[config.mk]
export PLATFORM = sky130hd
export DESIGN_NAME = encoder_speed_position_tracker_unit
export DESIGN_NICKNAME = d
export VERILOG_FILES = /design/src/hw/rtl/espt_pkg.sv /design/src/hw/rtl/espt_ctrl.sv /design/src/hw/rtl/espt_dp.sv /design/src/hw/rtl/encoder_speed_position_tracker_unit.sv
export VERILOG_INCLUDE_DIRS = /design/src /design/src/hw/rtl
export SDC_FILE = /design/constraint.sdc
export NUM_CORES = 2
export LEC_CHECK = 0
export BUFFER_PORTS_ARGS = -buffer_cell sky130_fd_sc_hd__buf_2
export CAP_MARGIN = 20
export CORE_UTILIZATION = 40
export CTS_CLUSTER_DIAMETER = 120
export CTS_CLUSTER_SIZE = 10
export DETAILED_ROUTE_END_ITERATION = 8
export MAX_ROUTING_LAYER = met4
export PLACE_DENSITY = 0.65
export SLEW_MARGIN = 0
export SYNTH_ARGS = -nofsm -noshare
export SYNTH_HDL_FRONTEND = slang
export SYNTH_SLANG_ARGS = --single-unit
export TNS_END_PERCENT = 30
[constraint.sdc]
create_clock -name aclk -period 26 [get_ports aclk]
set_clock_uncertainty 0.15 [all_clocks]
set_input_delay 1.3 -clock aclk [delete_from_list [all_inputs] [get_ports aclk]]
set_output_delay 1.3 -clock aclk [all_outputs]
set_load 0.01 [all_outputs]
[src/hw/rtl/encoder_speed_position_tracker_unit_macros.svh]
// Assertion macros used by the encoder tracker datapath (espt_dp).
`ifndef ENCODER_SPEED_POSITION_TRACKER_UNIT_MACROS_SVH
`define ENCODER_SPEED_POSITION_TRACKER_UNIT_MACROS_SVH

// same-cycle implication, clocked on aclk, off during reset
`define ESPT_ASSERT_IMP(lbl, ante, cons, msg) \
    lbl: assert property (@(posedge aclk) disable iff (!aresetn) (ante) |-> (cons)) \
        else $error(msg);

// next-cycle implication, clocked on aclk, off during reset
`define ESPT_ASSERT_NEXT(lbl, ante, cons, msg) \
    lbl: assert property (@(posedge aclk) disable iff (!aresetn) (ante) |=> (cons)) \
        else $error(msg);

`endif

[src/hw/rtl/espt_pkg.sv]
// Types and constants of the encoder speed and position tracker.
`default_nettype none

package espt_pkg;

    localparam int CNT_W       = 32;
    localparam int SPEED_W     = 11;
    localparam int MAXC_W      = 15;
    localparam int DIR_W       = 4;
    localparam int FRUN_W      = 4;
    localparam int CFG_IDX_W   = 3;
    localparam int NUM_MAXC    = 4;
    localparam int TEN_W       = 19;
    localparam int DABS_W      = 19;
    localparam int DVD_W       = 29;
    localparam int DCNT_W      = 5;
    localparam int SUM_W       = 15;
    localparam int SMAG_W      = 14;
    localparam int RECIP_W     = 13;
    localparam int PROD_W      = 27;
    localparam int DIV10_SHIFT = 16;

    localparam logic OP_SAMPLE = 1'b0;
    localparam logic OP_CLEAR  = 1'b1;

    localparam logic [CFG_IDX_W-1:0] REG_MAX_COUNT0  = 3'd0;
    localparam logic [CFG_IDX_W-1:0] REG_MAX_COUNT1  = 3'd1;
    localparam logic [CFG_IDX_W-1:0] REG_MAX_COUNT2  = 3'd2;
    localparam logic [CFG_IDX_W-1:0] REG_MAX_COUNT3  = 3'd3;
    localparam logic [CFG_IDX_W-1:0] REG_DIR_REVERSE = 3'd4;

    localparam logic [MAXC_W-1:0]       MAXC_RESET  = 15'd100;
    localparam logic signed [CNT_W-1:0] WRAP_HI     = 32'sd32767;
    localparam logic signed [CNT_W-1:0] WRAP_LO     = -32'sd32768;
    localparam logic signed [CNT_W-1:0] WRAP_SPAN   = 32'sd65536;
    localparam logic [FRUN_W-1:0]       FAULT_LIMIT = 4'd10;
    localparam logic [DVD_W-1:0]        SCALE_K     = 29'd1000;
    localparam logic [DVD_W-1:0]        SPEED_LIM   = 29'd1000;
    localparam logic signed [SPEED_W-1:0] SPEED_MAX = 11'sd1000;
    localparam logic [RECIP_W-1:0]      DIV10_RECIP = 13'd6554;

    typedef struct packed {
        logic                    opcode;
        logic [1:0]              channel;
        logic signed [CNT_W-1:0] raw_count;
    } espt_in_t;

    typedef struct packed {
        logic signed [SPEED_W-1:0] speed;
        logic signed [CNT_W-1:0]   position;
        logic                      fault;
    } espt_out_t;

    typedef struct packed {
        logic load;
        logic diff;
        logic check;
        logic apply;
        logic div_step;
        logic scale;
        logic mix;
        logic filt;
        logic out_load;
    } espt_cmd_t;

    typedef struct packed {
        logic take_div;
        logic div_last;
        logic out_free;
    } espt_stat_t;

endpackage

`default_nettype wire

[src/hw/rtl/espt_ctrl.sv]
// Sequencing state machine of the encoder tracker.
`default_nettype none

module espt_ctrl
    import espt_pkg::*;
(
    input  wire logic       aclk,
    input  wire logic       aresetn,
    input  wire logic       s_valid,
    output logic            s_ready,
    input  espt_stat_t      stat,
    output espt_cmd_t       cmd
);

    typedef enum logic [8:0] {
        ST_IDLE  = 9'b000000001,
        ST_DIFF  = 9'b000000010,
        ST_CHECK = 9'b000000100,
        ST_APPLY = 9'b000001000,
        ST_DIV   = 9'b000010000,
        ST_SCALE = 9'b000100000,
        ST_MIX   = 9'b001000000,
        ST_FILT  = 9'b010000000,
        ST_DONE  = 9'b100000000
    } state_t;

    state_t state_reg, state_next;

    always_ff @(posedge aclk) begin
        if (!aresetn) begin
            state_reg <= ST_IDLE;
        end else begin
            state_reg <= state_next;
        end
    end

    always_comb begin
        state_next = state_reg;
        unique case (state_reg)
            ST_IDLE: begin
                if (s_valid) begin
                    state_next = ST_DIFF;
                end
            end
            ST_DIFF:  state_next = ST_CHECK;
            ST_CHECK: state_next = ST_APPLY;
            ST_APPLY: state_next = stat.take_div ? ST_DIV : ST_DONE;
            ST_DIV: begin
                if (stat.div_last) begin
                    state_next = ST_SCALE;
                end
            end
            ST_SCALE: state_next = ST_MIX;
            ST_MIX:   state_next = ST_FILT;
            ST_FILT:  state_next = ST_DONE;
            ST_DONE: begin
                if (stat.out_free) begin
                    state_next = ST_IDLE;
                end
            end
            default:  state_next = ST_IDLE;
        endcase
    end

    assign s_ready = (state_reg == ST_IDLE);

    always_comb begin
        cmd          = '0;
        cmd.load     = (state_reg == ST_IDLE) && s_valid;
        cmd.diff     = (state_reg == ST_DIFF);
        cmd.check    = (state_reg == ST_CHECK);
        cmd.apply    = (state_reg == ST_APPLY);
        cmd.div_step = (state_reg == ST_DIV);
        cmd.scale    = (state_reg == ST_SCALE);
        cmd.mix      = (state_reg == ST_MIX);
        cmd.filt     = (state_reg == ST_FILT);
        cmd.out_load = (state_reg == ST_DONE) && stat.out_free;
    end

endmodule

`default_nettype wire

[src/hw/rtl/espt_dp.sv]
// Datapath of the encoder tracker: channel state, divider, filter, result register.
`default_nettype none
`include "encoder_speed_position_tracker_unit_macros.svh"

module espt_dp
    import espt_pkg::*;
#(
    parameter int NUM_CHANNELS = 4
) (
    input  wire logic                  aclk,
    input  wire logic                  aresetn,
    input  wire logic                  cfg_we,
    input  wire logic [CFG_IDX_W-1:0]  cfg_index,
    input  wire logic [MAXC_W-1:0]     cfg_wdata,
    input  espt_in_t                   s_data,
    input  wire logic                  m_ready,
    output logic                       m_valid,
    output espt_out_t                  m_data,
    input  espt_cmd_t                  cmd,
    output espt_stat_t                 stat
);

    localparam int CH_W = (NUM_CHANNELS > 1) ? $clog2(NUM_CHANNELS) : 1;

    logic [MAXC_W-1:0]         max_count_reg [NUM_MAXC];
    logic [DIR_W-1:0]          dir_reverse_reg;

    logic signed [CNT_W-1:0]   last_count_reg [NUM_CHANNELS];
    logic signed [CNT_W-1:0]   position_reg   [NUM_CHANNELS];
    logic [FRUN_W-1:0]         fault_run_reg  [NUM_CHANNELS];
    logic signed [SPEED_W-1:0] held_speed_reg [NUM_CHANNELS];
    logic signed [SPEED_W-1:0] filter_reg     [NUM_CHANNELS];

    espt_in_t                  item_reg;
    logic                      in_range_reg;
    logic signed [CNT_W-1:0]   d_reg;
    logic [MAXC_W-1:0]         m_reg;
    logic                      reject_reg;
    logic                      neg_reg;
    logic [DABS_W-1:0]         dabs_reg;
    logic [MAXC_W-1:0]         rem_reg;
    logic [DVD_W-1:0]          dvd_reg;
    logic [DCNT_W-1:0]         cnt_reg;
    logic signed [SPEED_W-1:0] spd_reg;
    logic [PROD_W-1:0]         prod_reg;
    logic                      sum_neg_reg;
    espt_out_t                 res_reg;
    espt_out_t                 out_reg;
    logic                      m_valid_reg;

    logic [CH_W-1:0]           idx;
    logic signed [CNT_W-1:0]   last_cur;
    logic signed [CNT_W-1:0]   pos_cur;
    logic [FRUN_W-1:0]         frun_cur;
    logic signed [SPEED_W-1:0] held_cur;
    logic signed [SPEED_W-1:0] filter_cur;
    logic                      dir_bit;

    logic signed [CNT_W-1:0]   d_raw;
    logic signed [CNT_W-1:0]   d_fix;
    logic [MAXC_W-1:0]         maxc_sel;
    logic [MAXC_W-1:0]         m_eff;
    logic [CNT_W-1:0]          d_abs;
    logic [TEN_W-1:0]          ten_m;
    logic                      reject;

    logic signed [CNT_W-1:0]   pos_new;
    logic signed [CNT_W-1:0]   pos_rep_new;
    logic signed [CNT_W-1:0]   pos_rep_cur;
    logic [FRUN_W-1:0]         frun_inc;
    logic [DVD_W-1:0]          dvd_init;

    logic [MAXC_W:0]           trial;
    logic                      trial_ge;
    logic [MAXC_W:0]           trial_sub;

    logic signed [SPEED_W-1:0] s_mag;
    logic signed [SPEED_W-1:0] s_val;
    logic signed [SUM_W-1:0]   sum;
    logic [SUM_W-1:0]          sum_abs;
    logic [SPEED_W-1:0]        f_mag;
    logic signed [SPEED_W-1:0] f_val;

    assign idx        = in_range_reg ? CH_W'(item_reg.channel) : '0;
    assign last_cur   = last_count_reg[idx];
    assign pos_cur    = position_reg[idx];
    assign frun_cur   = fault_run_reg[idx];
    assign held_cur   = held_speed_reg[idx];
    assign filter_cur = filter_reg[idx];
    assign dir_bit    = dir_reverse_reg[item_reg.channel];

    // difference with one 16-bit wrap correction
    assign d_raw = item_reg.raw_count - last_cur;
    always_comb begin
        if (d_raw > WRAP_HI) begin
            d_fix = d_raw - WRAP_SPAN;
        end else if (d_raw < WRAP_LO) begin
            d_fix = d_raw + WRAP_SPAN;
        end else begin
            d_fix = d_raw;
        end
    end

    assign maxc_sel = max_count_reg[item_reg.channel];
    assign m_eff    = (maxc_sel == '0) ? MAXC_W'(1) : maxc_sel;

    assign d_abs  = d_reg[CNT_W-1] ? CNT_W'(-d_reg) : CNT_W'(d_reg);
    assign ten_m  = (TEN_W'(m_reg) << 3) + (TEN_W'(m_reg) << 1);
    assign reject = d_abs > CNT_W'(ten_m);

    assign pos_new     = pos_cur + d_reg;
    assign pos_rep_new = dir_bit ? -pos_new : pos_new;
    assign pos_rep_cur = dir_bit ? -pos_cur : pos_cur;
    assign frun_inc    = frun_cur + FRUN_W'(1);
    assign dvd_init    = DVD_W'(dabs_reg) * SCALE_K;

    // restoring divider, one quotient bit per cycle
    assign trial     = {rem_reg, dvd_reg[DVD_W-1]};
    assign trial_ge  = trial >= {1'b0, m_reg};
    assign trial_sub = trial - {1'b0, m_reg};

    assign s_mag = (dvd_reg > SPEED_LIM) ? SPEED_MAX : $signed(SPEED_W'(dvd_reg));
    assign s_val = neg_reg ? -s_mag : s_mag;

    // 7*f + 3*s, then divide by ten through a reciprocal
    assign sum     = (SUM_W'(filter_cur) <<< 3) - SUM_W'(filter_cur)
                   + SUM_W'(spd_reg) + (SUM_W'(spd_reg) <<< 1);
    assign sum_abs = sum[SUM_W-1] ? SUM_W'(-sum) : SUM_W'(sum);
    assign f_mag   = prod_reg[PROD_W-1:DIV10_SHIFT];
    assign f_val   = sum_neg_reg ? -$signed(f_mag) : $signed(f_mag);

    always_ff @(posedge aclk) begin
        if (!aresetn) begin
            for (int i = 0; i < NUM_MAXC; i++) begin
                max_count_reg[i] <= MAXC_RESET;
            end
            dir_reverse_reg <= '0;
            for (int c = 0; c < NUM_CHANNELS; c++) begin
                last_count_reg[c] <= '0;
                position_reg[c]   <= '0;
                fault_run_reg[c]  <= '0;
                held_speed_reg[c] <= '0;
                filter_reg[c]     <= '0;
            end
            m_valid_reg <= 1'b0;
        end else begin
            if (cfg_we) begin
                unique case (cfg_index) inside
                    REG_MAX_COUNT0, REG_MAX_COUNT1, REG_MAX_COUNT2, REG_MAX_COUNT3: begin
                        max_count_reg[cfg_index[1:0]] <= cfg_wdata;
                    end
                    REG_DIR_REVERSE: dir_reverse_reg <= cfg_wdata[DIR_W-1:0];
                    default: ;
                endcase
            end
            if (cmd.apply && in_range_reg) begin
                if (item_reg.opcode == OP_CLEAR) begin
                    last_count_reg[idx] <= '0;
                    position_reg[idx]   <= '0;
                end else if (reject_reg) begin
                    if (frun_inc > FAULT_LIMIT) begin
                        last_count_reg[idx] <= item_reg.raw_count;
                        fault_run_reg[idx]  <= '0;
                    end else begin
                        fault_run_reg[idx]  <= frun_inc;
                    end
                end else begin
                    last_count_reg[idx] <= item_reg.raw_count;
                    fault_run_reg[idx]  <= '0;
                    position_reg[idx]   <= pos_new;
                end
            end
            if (cmd.scale) begin
                held_speed_reg[idx] <= s_val;
            end
            if (cmd.filt) begin
                filter_reg[idx] <= f_val;
            end
            if (cmd.out_load) begin
                m_valid_reg <= 1'b1;
            end else if (m_ready) begin
                m_valid_reg <= 1'b0;
            end
        end
    end

    always_ff @(posedge aclk) begin
        if (cmd.load) begin
            item_reg     <= s_data;
            in_range_reg <= 32'(s_data.channel) < 32'(NUM_CHANNELS);
        end
        if (cmd.diff) begin
            d_reg <= d_fix;
            m_reg <= m_eff;
        end
        if (cmd.check) begin
            reject_reg <= reject;
            neg_reg    <= d_reg[CNT_W-1];
            dabs_reg   <= d_abs[DABS_W-1:0];
        end
        if (cmd.apply) begin
            rem_reg <= '0;
            dvd_reg <= dvd_init;
            cnt_reg <= DCNT_W'(DVD_W - 1);
            if (!in_range_reg || item_reg.opcode == OP_CLEAR) begin
                res_reg <= '0;
            end else if (reject_reg) begin
                res_reg.speed    <= held_cur;
                res_reg.position <= pos_rep_cur;
                res_reg.fault    <= 1'b1;
            end else begin
                res_reg.speed    <= '0;
                res_reg.position <= pos_rep_new;
                res_reg.fault    <= 1'b0;
            end
        end
        if (cmd.div_step) begin
            rem_reg <= trial_ge ? trial_sub[MAXC_W-1:0] : trial[MAXC_W-1:0];
            dvd_reg <= {dvd_reg[DVD_W-2:0], trial_ge};
            cnt_reg <= cnt_reg - DCNT_W'(1);
        end
        if (cmd.scale) begin
            spd_reg <= s_val;
        end
        if (cmd.mix) begin
            sum_neg_reg <= sum[SUM_W-1];
            prod_reg    <= PROD_W'(sum_abs[SMAG_W-1:0]) * PROD_W'(DIV10_RECIP);
        end
        if (cmd.filt) begin
            res_reg.speed <= f_val;
        end
        if (cmd.out_load) begin
            out_reg <= res_reg;
        end
    end

    assign stat.take_div = in_range_reg && (item_reg.opcode == OP_SAMPLE) && !reject_reg;
    assign stat.div_last = (cnt_reg == '0);
    assign stat.out_free = !m_valid_reg || m_ready;

    assign m_valid = m_valid_reg;
    assign m_data  = out_reg;

    `ESPT_ASSERT_IMP(a_rem_below_divisor, cmd.scale, rem_reg < m_reg, "divider remainder not below divisor")
    `ESPT_ASSERT_NEXT(a_filter_in_range, cmd.mix, f_mag <= SPEED_W'(SPEED_LIM), "filter quotient out of range")
    `ESPT_ASSERT_IMP(a_out_speed_range, m_valid_reg, (out_reg.speed <= SPEED_MAX) && (out_reg.speed >= -SPEED_MAX), "result speed out of range")

endmodule

`default_nettype wire

[src/hw/rtl/encoder_speed_position_tracker_unit.sv]
// Top level of the four-channel encoder speed and position tracker.
//
// Input channel s_valid/s_ready/s_data carries one item per transfer: opcode
// (sample or clear), channel and the raw counter value. Result channel
// m_valid/m_ready/m_data returns exactly one result per input transfer, in order.
// Configuration: cfg_we writes cfg_wdata into register cfg_index (max counts
// 0..3, direction bits 4) at the clock edge; write only while the block is idle.
// An accepted sample steps through the states DIFF, CHECK, APPLY, DIV, SCALE,
// MIX, FILT and DONE, and the block takes the next input transfer only once it
// is back in IDLE; DIV is the one-bit-per-cycle divider that scales the count
// difference to a speed. Clear, rejected and out-of-range items go from APPLY
// straight to DONE.
// While a result waits in the output register the block already takes and
// works on the next item; it holds the following result until m_ready frees
// the output register.
// Synchronous reset (aresetn low) clears all channel state, restores the
// configuration defaults and drops m_valid.
`default_nettype none

module encoder_speed_position_tracker_unit
    import espt_pkg::*;
#(
    parameter int NUM_CHANNELS = 4
) (
    input  wire logic                 aclk,
    input  wire logic                 aresetn,
    input  wire logic                 cfg_we,
    input  wire logic [CFG_IDX_W-1:0] cfg_index,
    input  wire logic [MAXC_W-1:0]    cfg_wdata,
    input  wire logic                 s_valid,
    output logic                      s_ready,
    input  espt_in_t                  s_data,
    output logic                      m_valid,
    input  wire logic                 m_ready,
    output espt_out_t                 m_data
);

    espt_cmd_t  cmd;
    espt_stat_t stat;

    espt_ctrl u_ctrl (
        .aclk    (aclk),
        .aresetn (aresetn),
        .s_valid (s_valid),
        .s_ready (s_ready),
        .stat    (stat),
        .cmd     (cmd)
    );

    espt_dp #(
        .NUM_CHANNELS (NUM_CHANNELS)
    ) u_dp (
        .aclk      (aclk),
        .aresetn   (aresetn),
        .cfg_we    (cfg_we),
        .cfg_index (cfg_index),
        .cfg_wdata (cfg_wdata),
        .s_data    (s_data),
        .m_ready   (m_ready),
        .m_valid   (m_valid),
        .m_data    (m_data),
        .cmd       (cmd),
        .stat      (stat)
    );

endmodule

`default_nettype wire

==> results.sh <==
export IMPL_status="finished, final reports clean"
export IMPL_cts_clk_slew_worst_paths_ps=60
export IMPL_dr_wl_met3_microns=6280
export IMPL_synth_top_flop_cell="edfxtp_1"
export IMPL_viasPerCell=5.48
export IMPL_yosys_top_cells_count="683 x edfxtp_1, 507 x nor2_1, 377 x inv_1"
export IMPL_slowest_stage="o21ai_0"
export IMPL_clock_latency_ps=680
export IMPL_gp_congestion=0.906
export IMPL_ys_seq_area_share_pct=48.2
export IMPL_dp_hpwl_microns=77300
export IMPL_drt_total_wl_microns=107000
export IMPL_die_area_sq_um=109000
export IMPL_dieHeight_microns=331
export IMPL_worst_setup_path_end_kind="flip-flop"
export IMPL_synth_most_common_cell="edfxtp_1"
export IMPL_dp_cells=5209
export IMPL_fin_util_pct=44.6
export IMPL_fp_coreArea_sq_um=107000
export IMPL_finalMaxSlewViolations=0
export IMPL_critical_path_class="reg2reg"
export IMPL_fin_crit_ps=10440
export IMPL_rsz0062_at_grt="no"
export IMPL_std_cell_rows=120
export IMPL_initial_core_util_pct=40.4
export IMPL_min_path_type="reg2reg"
export IMPL_synth_area_leaders="edfxtp_1 47%, ha_1 8.4%, fa_1 6.1%"
export IMPL_final_cells=5319
export IMPL_grt_pass1_wl_microns=165000
export IMPL_holdBufCountCts=0
export IMPL_setup_viol=0
export IMPL_fmax_mhz=95.8
export IMPL_setup_tns_ps=0
export IMPL_clock_sinks=699
export IMPL_synth_edf_count=683
export IMPL_post_cts_buffers=0
export IMPL_path_max_fanout=16
export IMPL_cts_tree="yes"
export IMPL_hold_viol=0
export IMPL_synth_nets=4265
export IMPL_cts_root_buf="clkbuf_16"
export IMPL_cpPeakStageDelay_ps=730
export IMPL_netlist_area_leader_share_pct=47.4
export IMPL_via_count=29100
export IMPL_route_detailed_drc=0
export IMPL_netlist_instances=3784
export IMPL_numPortBuffers=103
export IMPL_avgRoutedWirePerCell_microns=20.2
export IMPL_met2WireLength_microns=51200
export IMPL_synthToLayoutAreaGrowth_pct=10.4
export IMPL_die_w_microns=331
export IMPL_slew_headroom_pct=30.6
export IMPL_io_pins=104
export IMPL_firstDrtPassIters=5
export IMPL_num_antenna_cells=0
export IMPL_syn_area_per_cell_sq_um=11.4
export IMPL_antenna_found_initial=2
export IMPL_finalNetCount=4370
export IMPL_cp_required_ps=26260
export IMPL_htreeDepth=3
export IMPL_synth_area_leader_cell="edfxtp_1"
export IMPL_highest_layer="met4"
export IMPL_syn_area_sq_um=43200
export IMPL_drive_gt1_share_pct=11.1
export IMPL_drt_iter0_drc=2319
export IMPL_grt_max_degree=91
export IMPL_yosys_warnings=0
export IMPL_cts_repair_resized=0
export IMPL_grt_ovfl_total=0
export IMPL_async_reset_ff_share_pct=0
export IMPL_postRouteAntennaNets=0
export IMPL_drt_met1_wl_microns=47400
export IMPL_crit_top_cell="fa_1"
export IMPL_ys_ff_latch=699
export IMPL_period_share_pct=40.2
export IMPL_cap_viol_max_count=0
export IMPL_grt_usage_pct=20.3
export IMPL_synth_cell_types=91
export IMPL_grt_pass1_vias=28600
export IMPL_worstPathArrival_ps=10700
export IMPL_numCtsBuffers=80
export IMPL_cp_start_kind="flip-flop"
export IMPL_clockBufferDepth=3
export IMPL_worstMarginPinSlew_ps=1030
-- area by class of cell --
class                           count  area, sq um
Inverter                          379         1420
Clock inverter                      8          163
Timing Repair Buffer              145          856
Tap cell                         1403         1760
Sequential cell                   699        20800
Multi-Input combinational cell   2584        20600
Clock buffer                      101         2100
Fill cell                        9821        59300
-- layer usage --
layer  vias up  track usage [%]
li1      13800                -
met1     14400             26.9
met2       823             32.5
met3       152             2.50
met4         0             5.93
met5         -                -
-- cell usage in the layout (no fill, tap or decap), types with 92 or more instances in the layout --
cell type / n
nand2_1: 270
nor2_1: 506
a21oi_1: 140
fa_1: 132
o21ai_0: 122
ha_1: 291
xnor2_1: 152
inv_1: 375
xor2_1: 92
buf_2: 103
mux4_2: 105
edfxtp_1: 683
-- per-stage QoR --
| stage | setup WS (ps) | cell area [sq um] | hold slack [ps] |
|---|---|---|---|
| 3_5_place_dp | 15550 | 45400 | 255 |
| 4_1_cts | 15510 | 47700 | 244 |
| 6_report | 15560 | 47700 | 242 |
| 5_1_grt | 14900 | 47700 | 247 |
| 2_1_floorplan | 14750 | 43200 | 250 |
| 3_3_place_gp | 15770 | 45400 | 251 |
-- kinds of logic (layout without fill, tap and decap cells) --
family,Yosys count,count (layout),synth area share (%)
compound gates,605,605,9.31
xor+xnor,244,244,4.94
fa+ha+maj,423,423,14.5
buf+inv,501,633,4.40
flops,699,699,48.2
mux,126,126,5.97
simple gates,1186,1186,12.7
-- path summary, 6_finish.rpt --
kind	start	end	slack (ps)	cells past startpoint
hold / removal	u_dp.res_reg[31]$_SDFFCE_PP0P_	u_dp.m_data[31]$_DFFE_PP_	240	0
setup / recovery	flip-flop	u_dp.prod_reg[26]$_DFFE_PP_	15560	31
setup reg to reg	flip-flop	u_dp.prod_reg[26]$_DFFE_PP_	15560	31
hold reg to reg	u_dp.res_reg[31]$_SDFFCE_PP0P_	u_dp.m_data[31]$_DFFE_PP_	240	0
-- critical path: cells and delay by family, from the launching register on --
family | cells | cell delay [ps]
AOI/OAI and AO/OA | 12 | 3430
xor gates and xnor gates | 3 | 790
adders and majority gates | 9 | 4040
buffers and inverters | 5 | 480
DFF | 1 | 560
muxes | 1 | 600
and+or+nand+nor | 1 | 130
Power is not shown: default switching activity piles up to over one toggle a cycle in this logic, so the estimate is an artifact.
